## src/hdl/egzm_pkg.sv

```systemverilog
// Shared constants and types of the engine gauge zone monitor
package egzm_pkg;
   localparam int VALUE_FRACTION_BITS_DEF = 8;
   localparam int LIMIT_COUNT = 36;
   localparam int LIMIT_IDX_W = 6;
   localparam int CFG_W = 20;
   localparam int CFG_IDX_W = 2;
   localparam logic [CFG_W-1:0] CFG_RESET = 20'd655359;

   localparam logic [2:0] CMD_WRITE_LIMIT = 3'd0;
   localparam logic [2:0] CMD_GAUGE       = 3'd1;
   localparam logic [2:0] CMD_CYLINDER    = 3'd2;
   localparam logic [2:0] CMD_TANK        = 3'd3;
   localparam logic [2:0] CMD_END_FRAME   = 3'd4;

   localparam logic [2:0] CH_OIL_PRESS = 3'd2;
   localparam logic [2:0] CH_OIL_TEMP  = 3'd3;
   localparam logic [2:0] CH_FUEL_FLOW = 3'd4;
   localparam logic [2:0] CH_LAST_GAUGE = 3'd5;
   localparam logic [2:0] CH_CHT = 3'd0;
   localparam logic [2:0] CH_EGT = 3'd1;

   localparam logic [1:0] ZONE_WHITE  = 2'd0;
   localparam logic [1:0] ZONE_GREEN  = 2'd1;
   localparam logic [1:0] ZONE_YELLOW = 2'd2;
   localparam logic [1:0] ZONE_RED    = 2'd3;

   localparam logic [1:0] CFG_CHT_WARN = 2'd0;
   localparam logic [1:0] CFG_CHT_CAUT = 2'd1;
   localparam logic [1:0] CFG_EGT_WARN = 2'd2;
   localparam logic [1:0] CFG_EGT_CAUT = 2'd3;

   localparam logic [22:0] SAT23 = 23'h7FFFFF;
   localparam logic signed [23:0] MOST_NEG = 24'sh800000;

   // controller to datapath
   typedef struct packed {
      logic capture;     // register the accepted item
      logic start_frame; // end frame: integrate and set up divider
      logic div_step;    // one quotient bit
      logic finish;      // load result register
      logic grade;       // gauge stage
      logic table_rd;    // issue limit reads
   } cmd_type;

   // datapath to controller
   typedef struct packed {
      logic is_gauge;
      logic is_end;
      logic div_last;
   } status_type;
endpackage

```

## src/hdl/egzm_ram.sv

```systemverilog
// Generic simple dual-port RAM (one write port, one read port) with registered read
module egzm_ram #(
   parameter int WIDTH = 8,
   parameter int DEPTH = 16
) (
   input  logic                     clock,
   input  logic                     wr_en,
   input  logic [$clog2(DEPTH)-1:0] wr_addr,
   input  logic [WIDTH-1:0]         wr_data,
   input  logic [$clog2(DEPTH)-1:0] rd_addr,
   output logic [WIDTH-1:0]         rd_data
);
   logic [WIDTH-1:0] mem [DEPTH];
   always_ff @(posedge clock) begin
      if (wr_en) mem[wr_addr] <= wr_data;
      rd_data <= mem[rd_addr];
   end
endmodule

```

## src/hdl/egzm_ctrl.sv

```systemverilog
// Controller state machine of the zone monitor
module egzm_ctrl import egzm_pkg::*; (
   input  logic       clock,
   input  logic       reset,
   input  logic       req_valid,
   output logic       req_stall,
   input  logic       rsp_valid,
   input  logic       rsp_stall,
   input  logic       table_busy,
   input  status_type status,
   output cmd_type    cmd
);
   localparam logic [2:0] S_IDLE = 3'd0;
   localparam logic [2:0] S_DECODE = 3'd1;
   localparam logic [2:0] S_READ = 3'd2;
   localparam logic [2:0] S_GRADE = 3'd3;
   localparam logic [2:0] S_DIV = 3'd4;
   localparam logic [2:0] S_DONE = 3'd5;

   logic [2:0] state_ff, state_in;
   logic out_free;

   assign out_free = !rsp_valid || !rsp_stall;
   assign req_stall = (state_ff != S_IDLE) || table_busy;

   always_comb begin
      state_in = state_ff;
      cmd = '0;
      unique case (state_ff)
         S_IDLE: begin
            if (req_valid && !req_stall) begin
               cmd.capture = 1'b1;
               state_in = S_DECODE;
            end
         end
         S_DECODE: begin
            priority if (status.is_gauge) begin
               cmd.table_rd = 1'b1;
               state_in = S_READ;
            end else if (status.is_end) begin
               cmd.start_frame = 1'b1;
               state_in = S_DIV;
            end else begin
               state_in = S_IDLE;
            end
         end
         S_READ: state_in = S_GRADE;
         S_GRADE: begin
            if (out_free) begin
               cmd.grade = 1'b1;
               cmd.finish = 1'b1;
               state_in = S_IDLE;
            end
         end
         S_DIV: begin
            cmd.div_step = 1'b1;
            if (status.div_last) state_in = S_DONE;
         end
         S_DONE: begin
            if (out_free) begin
               cmd.finish = 1'b1;
               state_in = S_IDLE;
            end
         end
         default: state_in = S_IDLE;
      endcase
   end

   always_ff @(posedge clock) begin
      if (reset) state_ff <= S_IDLE;
      else state_ff <= state_in;
   end
endmodule

```

## src/hdl/egzm_datapath.sv

```systemverilog
// Datapath: limit table, frame accumulators, divider and result register
module egzm_datapath import egzm_pkg::*; #(
   parameter int VALUE_FRACTION_BITS = VALUE_FRACTION_BITS_DEF
) (
   input  logic               clock,
   input  logic               reset,
   input  cmd_type            cmd,
   output status_type         status,
   output logic               table_busy,
   input  logic [2:0]         req_command,
   input  logic [2:0]         req_channel,
   input  logic [5:0]         req_limit_index,
   input  logic signed [23:0] req_reading_value,
   input  logic [31:0]        req_delta_time,
   input  logic               csr_write,
   input  logic [CFG_IDX_W-1:0] csr_index,
   input  logic [CFG_W-1:0]   csr_data,
   input  logic               rsp_stall,
   output logic               rsp_valid,
   output logic               rsp_result_kind,
   output logic [2:0]         rsp_zone_channel,
   output logic [1:0]         rsp_zone,
   output logic [22:0]        rsp_fuel_remaining,
   output logic [22:0]        rsp_fuel_used,
   output logic [22:0]        rsp_endurance,
   output logic signed [23:0] rsp_max_cht,
   output logic signed [23:0] rsp_max_egt,
   output logic [3:0]         rsp_caution_bits,
   output logic [3:0]         rsp_warning_bits
);
   localparam int F = VALUE_FRACTION_BITS;
   localparam int DIVW = 23 + F;           // dividend width
   localparam logic [22:0] FLOW_THRESH = 23'((1 << F) / 100);
   localparam int CNT_W = $clog2(DIVW + 1);

   // captured item
   logic [2:0] cmd_ff, ch_ff;
   logic signed [23:0] val_ff;
   logic [31:0] dt_ff;

   logic [CFG_W-1:0] cfg_ff [4];

   logic [22:0] tank_ff, tank_in;
   logic signed [23:0] cht_ff, egt_ff;
   logic signed [23:0] flow_ff;
   logic [1:0] opz_ff, otz_ff;
   logic [54:0] acc_ff;

   // limit table: six banks of six, one entry valid bit each; clear by valid reset
   logic [LIMIT_COUNT-1:0] lvalid_ff;
   logic [23:0] bank_rd [6];
   logic [2:0] wr_band;
   logic [2:0] wr_lim;
   logic limit_wr;

   assign limit_wr = cmd.capture && req_command == CMD_WRITE_LIMIT
                     && req_limit_index < 6'(LIMIT_COUNT);
   // band by compare against multiples of six
   always_comb begin
      priority if (req_limit_index >= 6'd30) wr_band = 3'd5;
      else if (req_limit_index >= 6'd24) wr_band = 3'd4;
      else if (req_limit_index >= 6'd18) wr_band = 3'd3;
      else if (req_limit_index >= 6'd12) wr_band = 3'd2;
      else if (req_limit_index >= 6'd6) wr_band = 3'd1;
      else wr_band = 3'd0;
   end
   assign wr_lim = 3'(req_limit_index - 6'(6 * wr_band));
   assign table_busy = 1'b0;

   for (genvar g = 0; g < 6; g++) begin : g_bank
      egzm_ram #(.WIDTH(24), .DEPTH(8)) u_bank (
         .clock  (clock),
         .wr_en  (limit_wr && wr_lim == 3'(g)),
         .wr_addr(wr_band),
         .wr_data(req_reading_value),
         .rd_addr(ch_ff),
         .rd_data(bank_rd[g])
      );
   end

   always_ff @(posedge clock) begin
      if (reset) lvalid_ff <= '0;
      else if (limit_wr) lvalid_ff[req_limit_index] <= 1'b1;
   end

   // limits of the addressed band; invalid entries read as zero
   logic signed [23:0] lim [6];
   always_comb begin
      for (int k = 0; k < 6; k++) begin
         lim[k] = lvalid_ff[6*ch_ff + k] ? $signed(bank_rd[k]) : 24'sd0;
      end
   end

   logic [1:0] zone;
   always_comb begin
      priority if ((lim[0] > 0 && val_ff <= lim[0]) || (lim[1] > 0 && val_ff >= lim[1]))
         zone = ZONE_RED;
      else if ((lim[2] > 0 && val_ff <= lim[2]) || (lim[3] > 0 && val_ff >= lim[3]))
         zone = ZONE_YELLOW;
      else if (val_ff >= lim[4] && val_ff <= lim[5])
         zone = ZONE_GREEN;
      else
         zone = ZONE_WHITE;
   end

   assign status.is_gauge = cmd_ff == CMD_GAUGE && ch_ff <= CH_LAST_GAUGE;
   assign status.is_end   = cmd_ff == CMD_END_FRAME;

   // divider: restoring, one quotient bit a cycle
   logic [DIVW-1:0] dvd_ff;
   logic [23:0] rem_ff;
   logic [DIVW-1:0] quo_ff;
   logic [22:0] divisor_ff;
   logic [CNT_W-1:0] cnt_ff;
   logic div_en_ff;
   logic [24:0] trial;
   assign trial = {rem_ff, dvd_ff[DIVW-1]} - {2'b0, divisor_ff};
   assign status.div_last = cnt_ff == CNT_W'(DIVW - 1);

   // fuel integration: 23x32 product added, saturating at 2^55-1
   logic [22:0] flow_pos;
   logic [55:0] acc_sum;
   assign flow_pos = flow_ff > 0 ? flow_ff[22:0] : 23'd0;
   assign acc_sum = {1'b0, acc_ff} + 56'(flow_pos * dt_ff);

   logic [23:0] tank_add;
   assign tank_add = {1'b0, tank_ff} + (val_ff > 0 ? 24'(val_ff) : 24'd0);
   assign tank_in = tank_add[23] ? SAT23 : tank_add[22:0];

   // thresholds are non-negative, so a negative maximum never reaches them
   function automatic logic ge_cfg(input logic signed [23:0] m, input logic [CFG_W-1:0] c);
      ge_cfg = $signed({1'b0, m}) >= $signed({5'b0, c}) && !m[23];
   endfunction

   logic [3:0] caut, warn;
   always_comb begin
      caut = '0;
      warn = '0;
      if (opz_ff == ZONE_YELLOW) caut[0] = 1'b1;
      else if (opz_ff == ZONE_RED) warn[0] = 1'b1;
      if (otz_ff == ZONE_YELLOW) caut[1] = 1'b1;
      else if (otz_ff == ZONE_RED) warn[1] = 1'b1;
      if (ge_cfg(cht_ff, cfg_ff[CFG_CHT_WARN])) warn[2] = 1'b1;
      else if (ge_cfg(cht_ff, cfg_ff[CFG_CHT_CAUT])) caut[2] = 1'b1;
      if (ge_cfg(egt_ff, cfg_ff[CFG_EGT_WARN])) warn[3] = 1'b1;
      else if (ge_cfg(egt_ff, cfg_ff[CFG_EGT_CAUT])) caut[3] = 1'b1;
   end

   logic [54:0] used_full;
   assign used_full = acc_ff >> 32;

   // one-cycle marker of the decode cycle for single-cycle commands
   logic status_valid_ff;
   always_ff @(posedge clock) begin
      if (reset) status_valid_ff <= 1'b0;
      else status_valid_ff <= cmd.capture;
   end

   always_ff @(posedge clock) begin
      if (cmd.capture) begin
         cmd_ff <= req_command;
         ch_ff <= req_channel;
         val_ff <= req_reading_value;
         dt_ff <= req_delta_time;
      end
      if (cmd.start_frame) begin
         dvd_ff <= {tank_ff, F'(0)};
         rem_ff <= '0;
         quo_ff <= '0;
         divisor_ff <= flow_pos;
         div_en_ff <= flow_pos > FLOW_THRESH;
         cnt_ff <= '0;
      end else if (cmd.div_step) begin
         dvd_ff <= dvd_ff << 1;
         cnt_ff <= cnt_ff + 1'b1;
         if (!trial[24]) begin
            rem_ff <= trial[23:0];
            quo_ff <= {quo_ff[DIVW-2:0], 1'b1};
         end else begin
            rem_ff <= {rem_ff[22:0], dvd_ff[DIVW-1]};
            quo_ff <= {quo_ff[DIVW-2:0], 1'b0};
         end
      end
   end

   always_ff @(posedge clock) begin
      if (reset) begin
         for (int k = 0; k < 4; k++) cfg_ff[k] <= CFG_RESET;
         tank_ff <= '0;
         cht_ff <= MOST_NEG;
         egt_ff <= MOST_NEG;
         flow_ff <= '0;
         opz_ff <= ZONE_WHITE;
         otz_ff <= ZONE_WHITE;
         acc_ff <= '0;
         rsp_valid <= 1'b0;
      end else begin
         if (csr_write) cfg_ff[csr_index] <= csr_data;
         if (rsp_valid && !rsp_stall) rsp_valid <= 1'b0;
         if (cmd_ff == CMD_CYLINDER && cmd.table_rd == 1'b0 && !cmd.capture
             && status_valid_ff) begin
            if (ch_ff == CH_CHT && val_ff > cht_ff) cht_ff <= val_ff;
            if (ch_ff == CH_EGT && val_ff > egt_ff) egt_ff <= val_ff;
         end
         if (cmd_ff == CMD_TANK && status_valid_ff) tank_ff <= tank_in;
         if (cmd.start_frame) acc_ff <= acc_sum[55] ? '1 : acc_sum[54:0];
         if (cmd.grade) begin
            if (ch_ff == CH_OIL_PRESS) opz_ff <= zone;
            if (ch_ff == CH_OIL_TEMP) otz_ff <= zone;
            if (ch_ff == CH_FUEL_FLOW) flow_ff <= val_ff;
            rsp_valid <= 1'b1;
            rsp_result_kind <= 1'b0;
            rsp_zone_channel <= ch_ff;
            rsp_zone <= zone;
            rsp_fuel_remaining <= '0;
            rsp_fuel_used <= '0;
            rsp_endurance <= '0;
            rsp_max_cht <= '0;
            rsp_max_egt <= '0;
            rsp_caution_bits <= '0;
            rsp_warning_bits <= '0;
         end else if (cmd.finish) begin
            rsp_valid <= 1'b1;
            rsp_result_kind <= 1'b1;
            rsp_zone_channel <= '0;
            rsp_zone <= ZONE_WHITE;
            rsp_fuel_remaining <= tank_ff;
            rsp_fuel_used <= |used_full[54:23] ? SAT23 : used_full[22:0];
            rsp_endurance <= !div_en_ff ? 23'd0
                             : (|quo_ff[DIVW-1:23] ? SAT23 : quo_ff[22:0]);
            rsp_max_cht <= cht_ff;
            rsp_max_egt <= egt_ff;
            rsp_caution_bits <= caut;
            rsp_warning_bits <= warn;
            tank_ff <= '0;
            cht_ff <= MOST_NEG;
            egt_ff <= MOST_NEG;
         end
      end
   end
endmodule

```

## src/hdl/engine_gauge_zone_monitor_core.sv

```systemverilog
// Sequence: gauge item through decode, limit read and grade; end frame through
// decode, the serial divider and done. No new item is taken until the last is done;
// the divider forms one endurance quotient bit per cycle; results wait on rsp_stall.
// Reset (synchronous): limit table reads zero, totals cleared, maxima most negative,
// limits back to 655359.
// Top level of the engine gauge zone monitor
module engine_gauge_zone_monitor_core import egzm_pkg::*; #(
   parameter int VALUE_FRACTION_BITS = VALUE_FRACTION_BITS_DEF
) (
   input  logic               clock,
   input  logic               reset,
   input  logic               req_valid,
   output logic               req_stall,
   input  logic [2:0]         req_command,
   input  logic [2:0]         req_channel,
   input  logic [5:0]         req_limit_index,
   input  logic signed [23:0] req_reading_value,
   input  logic [31:0]        req_delta_time,
   input  logic               csr_write,
   input  logic [CFG_IDX_W-1:0] csr_index,
   input  logic [CFG_W-1:0]   csr_data,
   output logic               rsp_valid,
   input  logic               rsp_stall,
   output logic               rsp_result_kind,
   output logic [2:0]         rsp_zone_channel,
   output logic [1:0]         rsp_zone,
   output logic [22:0]        rsp_fuel_remaining,
   output logic [22:0]        rsp_fuel_used,
   output logic [22:0]        rsp_endurance,
   output logic signed [23:0] rsp_max_cht,
   output logic signed [23:0] rsp_max_egt,
   output logic [3:0]         rsp_caution_bits,
   output logic [3:0]         rsp_warning_bits
);
   cmd_type cmd;
   status_type status;
   logic table_busy;

   egzm_ctrl u_ctrl (
      .clock, .reset, .req_valid, .req_stall, .rsp_valid, .rsp_stall,
      .table_busy, .status, .cmd
   );

   egzm_datapath #(.VALUE_FRACTION_BITS(VALUE_FRACTION_BITS)) u_dp (
      .clock, .reset, .cmd, .status, .table_busy,
      .req_command, .req_channel, .req_limit_index, .req_reading_value,
      .req_delta_time, .csr_write, .csr_index, .csr_data, .rsp_stall,
      .rsp_valid, .rsp_result_kind, .rsp_zone_channel, .rsp_zone,
      .rsp_fuel_remaining, .rsp_fuel_used, .rsp_endurance, .rsp_max_cht,
      .rsp_max_egt, .rsp_caution_bits, .rsp_warning_bits
   );
endmodule

```

## config.mk

```make
export PLATFORM = sky130hd
export DESIGN_NAME = engine_gauge_zone_monitor_core
export DESIGN_NICKNAME = d
export VERILOG_FILES = /design/src/hdl/egzm_pkg.sv /design/src/hdl/egzm_ram.sv /design/src/hdl/egzm_ctrl.sv /design/src/hdl/egzm_datapath.sv /design/src/hdl/engine_gauge_zone_monitor_core.sv
export SDC_FILE = /design/constraint.sdc
export NUM_CORES = 2
export LEC_CHECK = 0
export BUFFER_PORTS_ARGS = -buffer_cell sky130_fd_sc_hd__buf_2
export CELL_PAD_IN_SITES_DETAIL_PLACEMENT = 0
export CELL_PAD_IN_SITES_GLOBAL_PLACEMENT = 2
export CORE_ASPECT_RATIO = 0.5
export CORE_MARGIN = 4
export CORE_UTILIZATION = 41
export CTS_CLUSTER_SIZE = 12
export DETAILED_ROUTE_END_ITERATION = 8
export PLACE_DENSITY = 0.86
export SLEW_MARGIN = 20
export SYNTH_ARGS = -nofsm -noshare
export SYNTH_HDL_FRONTEND = slang
export SYNTH_SLANG_ARGS = --single-unit
```

## constraint.sdc

```tcl
create_clock -name clock -period 11.85 [get_ports clock]
set_input_delay 1.185 -clock clock [delete_from_list [all_inputs] [get_ports clock]]
set_output_delay 1.185 -clock clock [all_outputs]
set_load 0.005 [all_outputs]
```

==> impl.org <==
** Synth
- Share of synthesized cell area in and, or, nand and nor gates :: 0.09361
- Warnings from Yosys :: 0
- Synthesis produced a netlist whose cell count is between 7,000 and 8,000.
- Number of flip-flops and latches in the synthesized netlist :: between 1,500 and 2,000
- By area, the combinational part of the netlist is dominated by adder cells.
- Combined area of all synthesized cells :: 0.1028 mm^2
- Sequential share of the synthesized area :: 0.5078
- Multiplexer fraction of the synthesized cell area :: 0.08774
- Among all flip-flop cells after synthesis, the most frequent one is sky130_fd_sc_hd__edfxtp_1.
- Of the total synthesized cell area, the portion taken by full adders, half adders and majority gates is 0.1947.
- Synthesized area per cell :: 12.99 um^2
- Count of flip-flops with a built-in enable after synthesis :: between 1,000 and 1,500
- Unique cell type count in the Yosys netlist :: roughly 90
- The fraction of the mapped netlist area in compound gates was 0.05441.
- Counting flops with an async set or reset pin after synthesis yields a share of 0.
- Synthesized-area fraction occupied by xor and xnor cells :: 0.008693

** Power
- Part of the total power dissipated in sequential elements :: 0.516
- Of the total power, the share spent switching nets is 0.2362.
- VDD sags by at most about 140 uV.
- The internal power of the cells totals between 10 and 15 mW.
- Logic pwr share :: 0.090
- Pwr/cell area :: around 120 mW/mm^2
- Overall power consumption after layout is estimated at between 10 and 15 mW.
- Switching power :: 3.378 mW
- Of the total power, the clock network draws 0.394.
- Summed over all cells, the static leakage comes to between 40 and 50 nW.

** CTS
- Number of buffers added for setup after CTS :: 0
- The clock reaches the later pin of the worst-skew pair after roughly 0.85 ns.
- TritonCTS Buffers :: 190
- Reg clk slew, reported paths :: ~0.070 ns
- TritonCTS built the clock tree.
- Once the clock tree was built, the resizer swapped 0 gates to a different size.
- Number of hold buffers added after cts :: 0
- The root buffer cell chosen for the clock tree is sky130_fd_sc_hd__clkbuf_16.
- H-tree depth :: 4
- For this design, the sink count on the clock tree is approximately 1,900.
- Clock Path Buffers :: 4

** GRT
- First-pass GRT wire length :: approximately 420,000 um
- Overflow left after global routing :: 0
- Total track usage :: 0.2148
- Entering global routing, the biggest net connects roughly 150 pins.
- The number of global-route vias before repair is about 64,000.
- The initial antenna violation count was 19.

** STA
- The count of endpoints failing hold in the final timing report came to 0.
- Final count of negative-setup-slack endpoints :: 0
- Hold timing on the final database bottoms out at a slack of around 0.45 ns.
- For the pin with the worst max-slew slack, the measured transition is 1.142 ns.
- Total Neg Setup Slack :: 0 ns
- Worst slew slack as a fraction of its limit :: 0.2328
- In the finished design, the share of the clock period the worst path needs comes to 0.8835.
- The count of final max-slew check failures came to 0.
- Final worst path period need :: ~10 ns
- For this run, the top clock speed supported by timing is 95.51 MHz.
- Setup repair after global routing missed its margin :: no
- Worst Clk Skew :: 0.09103 ns

** Floorplanning
- In this run the standard cell core region covers 0.2482 mm^2.
- From bottom edge to top edge, the die measures roughly 360 um.
- Std cell rows :: around 130
- Die span in x :: 716.0 um
- For this configuration, the core starts out at a cell density of 0.4140.
- Count of pins on the block boundary :: around 230
- Die outline area :: ~0.26 mm^2

** Route
- Aggregate routed wire length :: roughly 280,000 um
- Dividing the detail-routed via count by the number of cells gives 5.305.
- For this run, design rule violations remaining after detail routing come to 0.
- After detailed routing, the average wire length per cell comes to 23.36 um.
- After the first detailed-routing iteration, the DRC count stood at approximately 5,300.
- The pre-antenna-repair detailed-routing pass consisted of 6 iterations.
- The detail route stage leaves a number of antenna-violating nets equal to 0.
- Via count :: between 60,000 and 70,000

** Layout
- Leading cell type in the layout, fill and taps excluded :: sky130_fd_sc_hd__edfxtp_1
- Of the cells placed in the final design, the portion with a size suffix greater than 1 is 0.1377.
- The top cell types in the final layout, fill and taps aside, are sky130_fd_sc_hd__edfxtp_1, sky130_fd_sc_hd__inv_1, sky130_fd_sc_hd__nand2_1.
- Layout-stage area growth over the synthesis result :: 11.63%
- Measured on the finished design, the core utilization comes to 0.4621.
- Net total in the final layout :: about 9,700

** Critical path
- The critical path is of the register to register type.
- Worst endpoint required time :: approximately 12 ns
- In this design, the stage delay of the slowest critical-path cell is about 0.87 ns.
- The worst register-to-register path has a depth of 31.
- Slowest cell on the critical path :: sky130_fd_sc_hd__and2_0
- Kind of launch point of the worst setup path :: register
- Peak fanout along the critical path :: between 80 and 90
- Cell with the most instances on the worst path :: sky130_fd_sc_hd__fa_1
- Element type at the critical path end :: register
- Arrival time of data at the critical path endpoint :: about 11 ns

** Hold path
- The tightest min-delay check is of the register to register type.
- The worst hold path passes through 2 cells.

** Place
- Count of buffers inserted at the top-level ports :: about 230
- The congestion estimate from routability-driven global placement came to roughly 0.9.
- After legalization and detailed placement, the total HPWL measured between 150,000 and 200,000 um.

** Job
- Max_cap viols :: 0

** Run status
- The flow ran to the end, and the final reports show no timing, DRC or antenna violations.
-- state kept, by name, indices dropped and copies added (netlist names), 23 cells and up --
| signal | count |
|---|---|
| u_dp.g_bank.u_bank.rd_data | 144 |
| u_dp.rsp_endurance | 23 |
| u_dp.cht_ff | 24 |
| u_dp.egt_ff | 24 |
| u_dp.cfg_ff | 80 |
| u_dp.flow_ff | 24 |
| u_dp.rsp_fuel_remaining | 23 |
| u_dp.divisor_ff | 23 |
| u_dp.dvd_ff | 23 |
| u_dp.lvalid_ff | 36 |
| u_dp.rem_ff | 24 |
| u_dp.rsp_max_egt | 24 |
| u_dp.rsp_max_cht | 24 |
| u_dp.g_bank.u_bank.mem | 1152 |
| u_dp.tank_ff | 23 |
| u_dp.dt_ff | 32 |
| u_dp.val_ff | 24 |
| u_dp.quo_ff | 31 |
| u_dp.rsp_fuel_used | 23 |
| u_dp.acc_ff | 55 |
-- routing by layer --
layer / wire, um / vias up / GRT usage
met3: 18020 / 387 / 0.03263
met4: 7768 / 2 / 0.05434
met1: 120400 / 32390 / 0.3008
met5: 13 / - / 0
met2: 131100 / 2027 / 0.3523
li1: - / 28160 / -
-- through the flow --
stage                     std cells  setup WS (ns)  cell area, um^2
after CTS                     11860          1.473           114600
after global placement        11520          1.305           109000
final                         11870          1.380           114700
after global routing          11870         0.7821           114700
after detailed placement      11520          1.512           109000
after floorplan                8196         0.7065           103800
-- kinds of logic after synthesis --
kind of cell	Yosys count
and+or+nand+nor	2008
DFF	1871
buffers and inverters	1404
adders and majority gates	1188
AOI/OAI and AO/OA	844
muxes	491
xor gates and xnor gates	102
other	1
-- cells in the mapped netlist, types with 55 or more instances --
cell                          n  area (um^2)
sky130_fd_sc_hd__inv_1     1013         3802
sky130_fd_sc_hd__ha_1       503         6294
sky130_fd_sc_hd__edfxtp_1  1472        44200
sky130_fd_sc_hd__mux4_2     313         7049
sky130_fd_sc_hd__and2_1     243         1520
sky130_fd_sc_hd__nand2b_1   105        656.9
sky130_fd_sc_hd__clkbuf_1   304         1141
sky130_fd_sc_hd__dfxtp_1    399         7988
sky130_fd_sc_hd__o21ai_0    170        850.8
sky130_fd_sc_hd__a21o_1     114        855.8
sky130_fd_sc_hd__fa_1       685        13710
sky130_fd_sc_hd__and3_1     173         1082
sky130_fd_sc_hd__a21oi_1    223         1116
sky130_fd_sc_hd__nor2_1     256        960.9
sky130_fd_sc_hd__nand2_1    890         3341
sky130_fd_sc_hd__nand3_1     82        410.4
sky130_fd_sc_hd__mux2_2     149         1678
sky130_fd_sc_hd__xnor2_1     55        481.7
-- cell type report --
cell class                 instances  area [um^2]
tap                             3340         4179
inverter                        1013         3804
clock inverter                    22        237.7
clock buffer                     320         5370
antenna                            6        15.01
multi-input combinational       4921        46530
timing repair buffer             378         2397
sequential                      1871        52190
fill                           22260       133500
-- worst max-delay path: cells and delay by family (launching register included) --
family	cells	cell delay, ns
adder cells (fa/ha/maj)	8	3.90
AO/OA/AOI/OAI	8	1.62
buffers and inverters	7	1.57
flip-flops	1	0.66
AND/OR/NAND/NOR	7	2.27
XOR/XNOR	1	0.18
-- power by group through the flow --
stage               clock network (mW)  logic (mW)  registers, mW
floorplan                            0       0.841           7.49
global placement                     0        1.27           7.51
detailed placement                   0        1.28           7.51
CTS                               5.75        1.29           7.38
global route                      6.04        1.41           7.39
finish                            5.64        1.29           7.38
-- worst paths after layout --
kind,endpoint,slack (ns),from
max reg2reg,u_dp.acc_ff[12],1.38,u_dp.flow_ff[18]
max,u_dp.acc_ff[12],1.38,u_dp.flow_ff[18]
min reg2reg,u_dp.quo_ff[30],0.45,u_dp.quo_ff[30]
min,u_dp.quo_ff[30],0.45,u_dp.quo_ff[30]
Power figures use the tool's default switching activity.
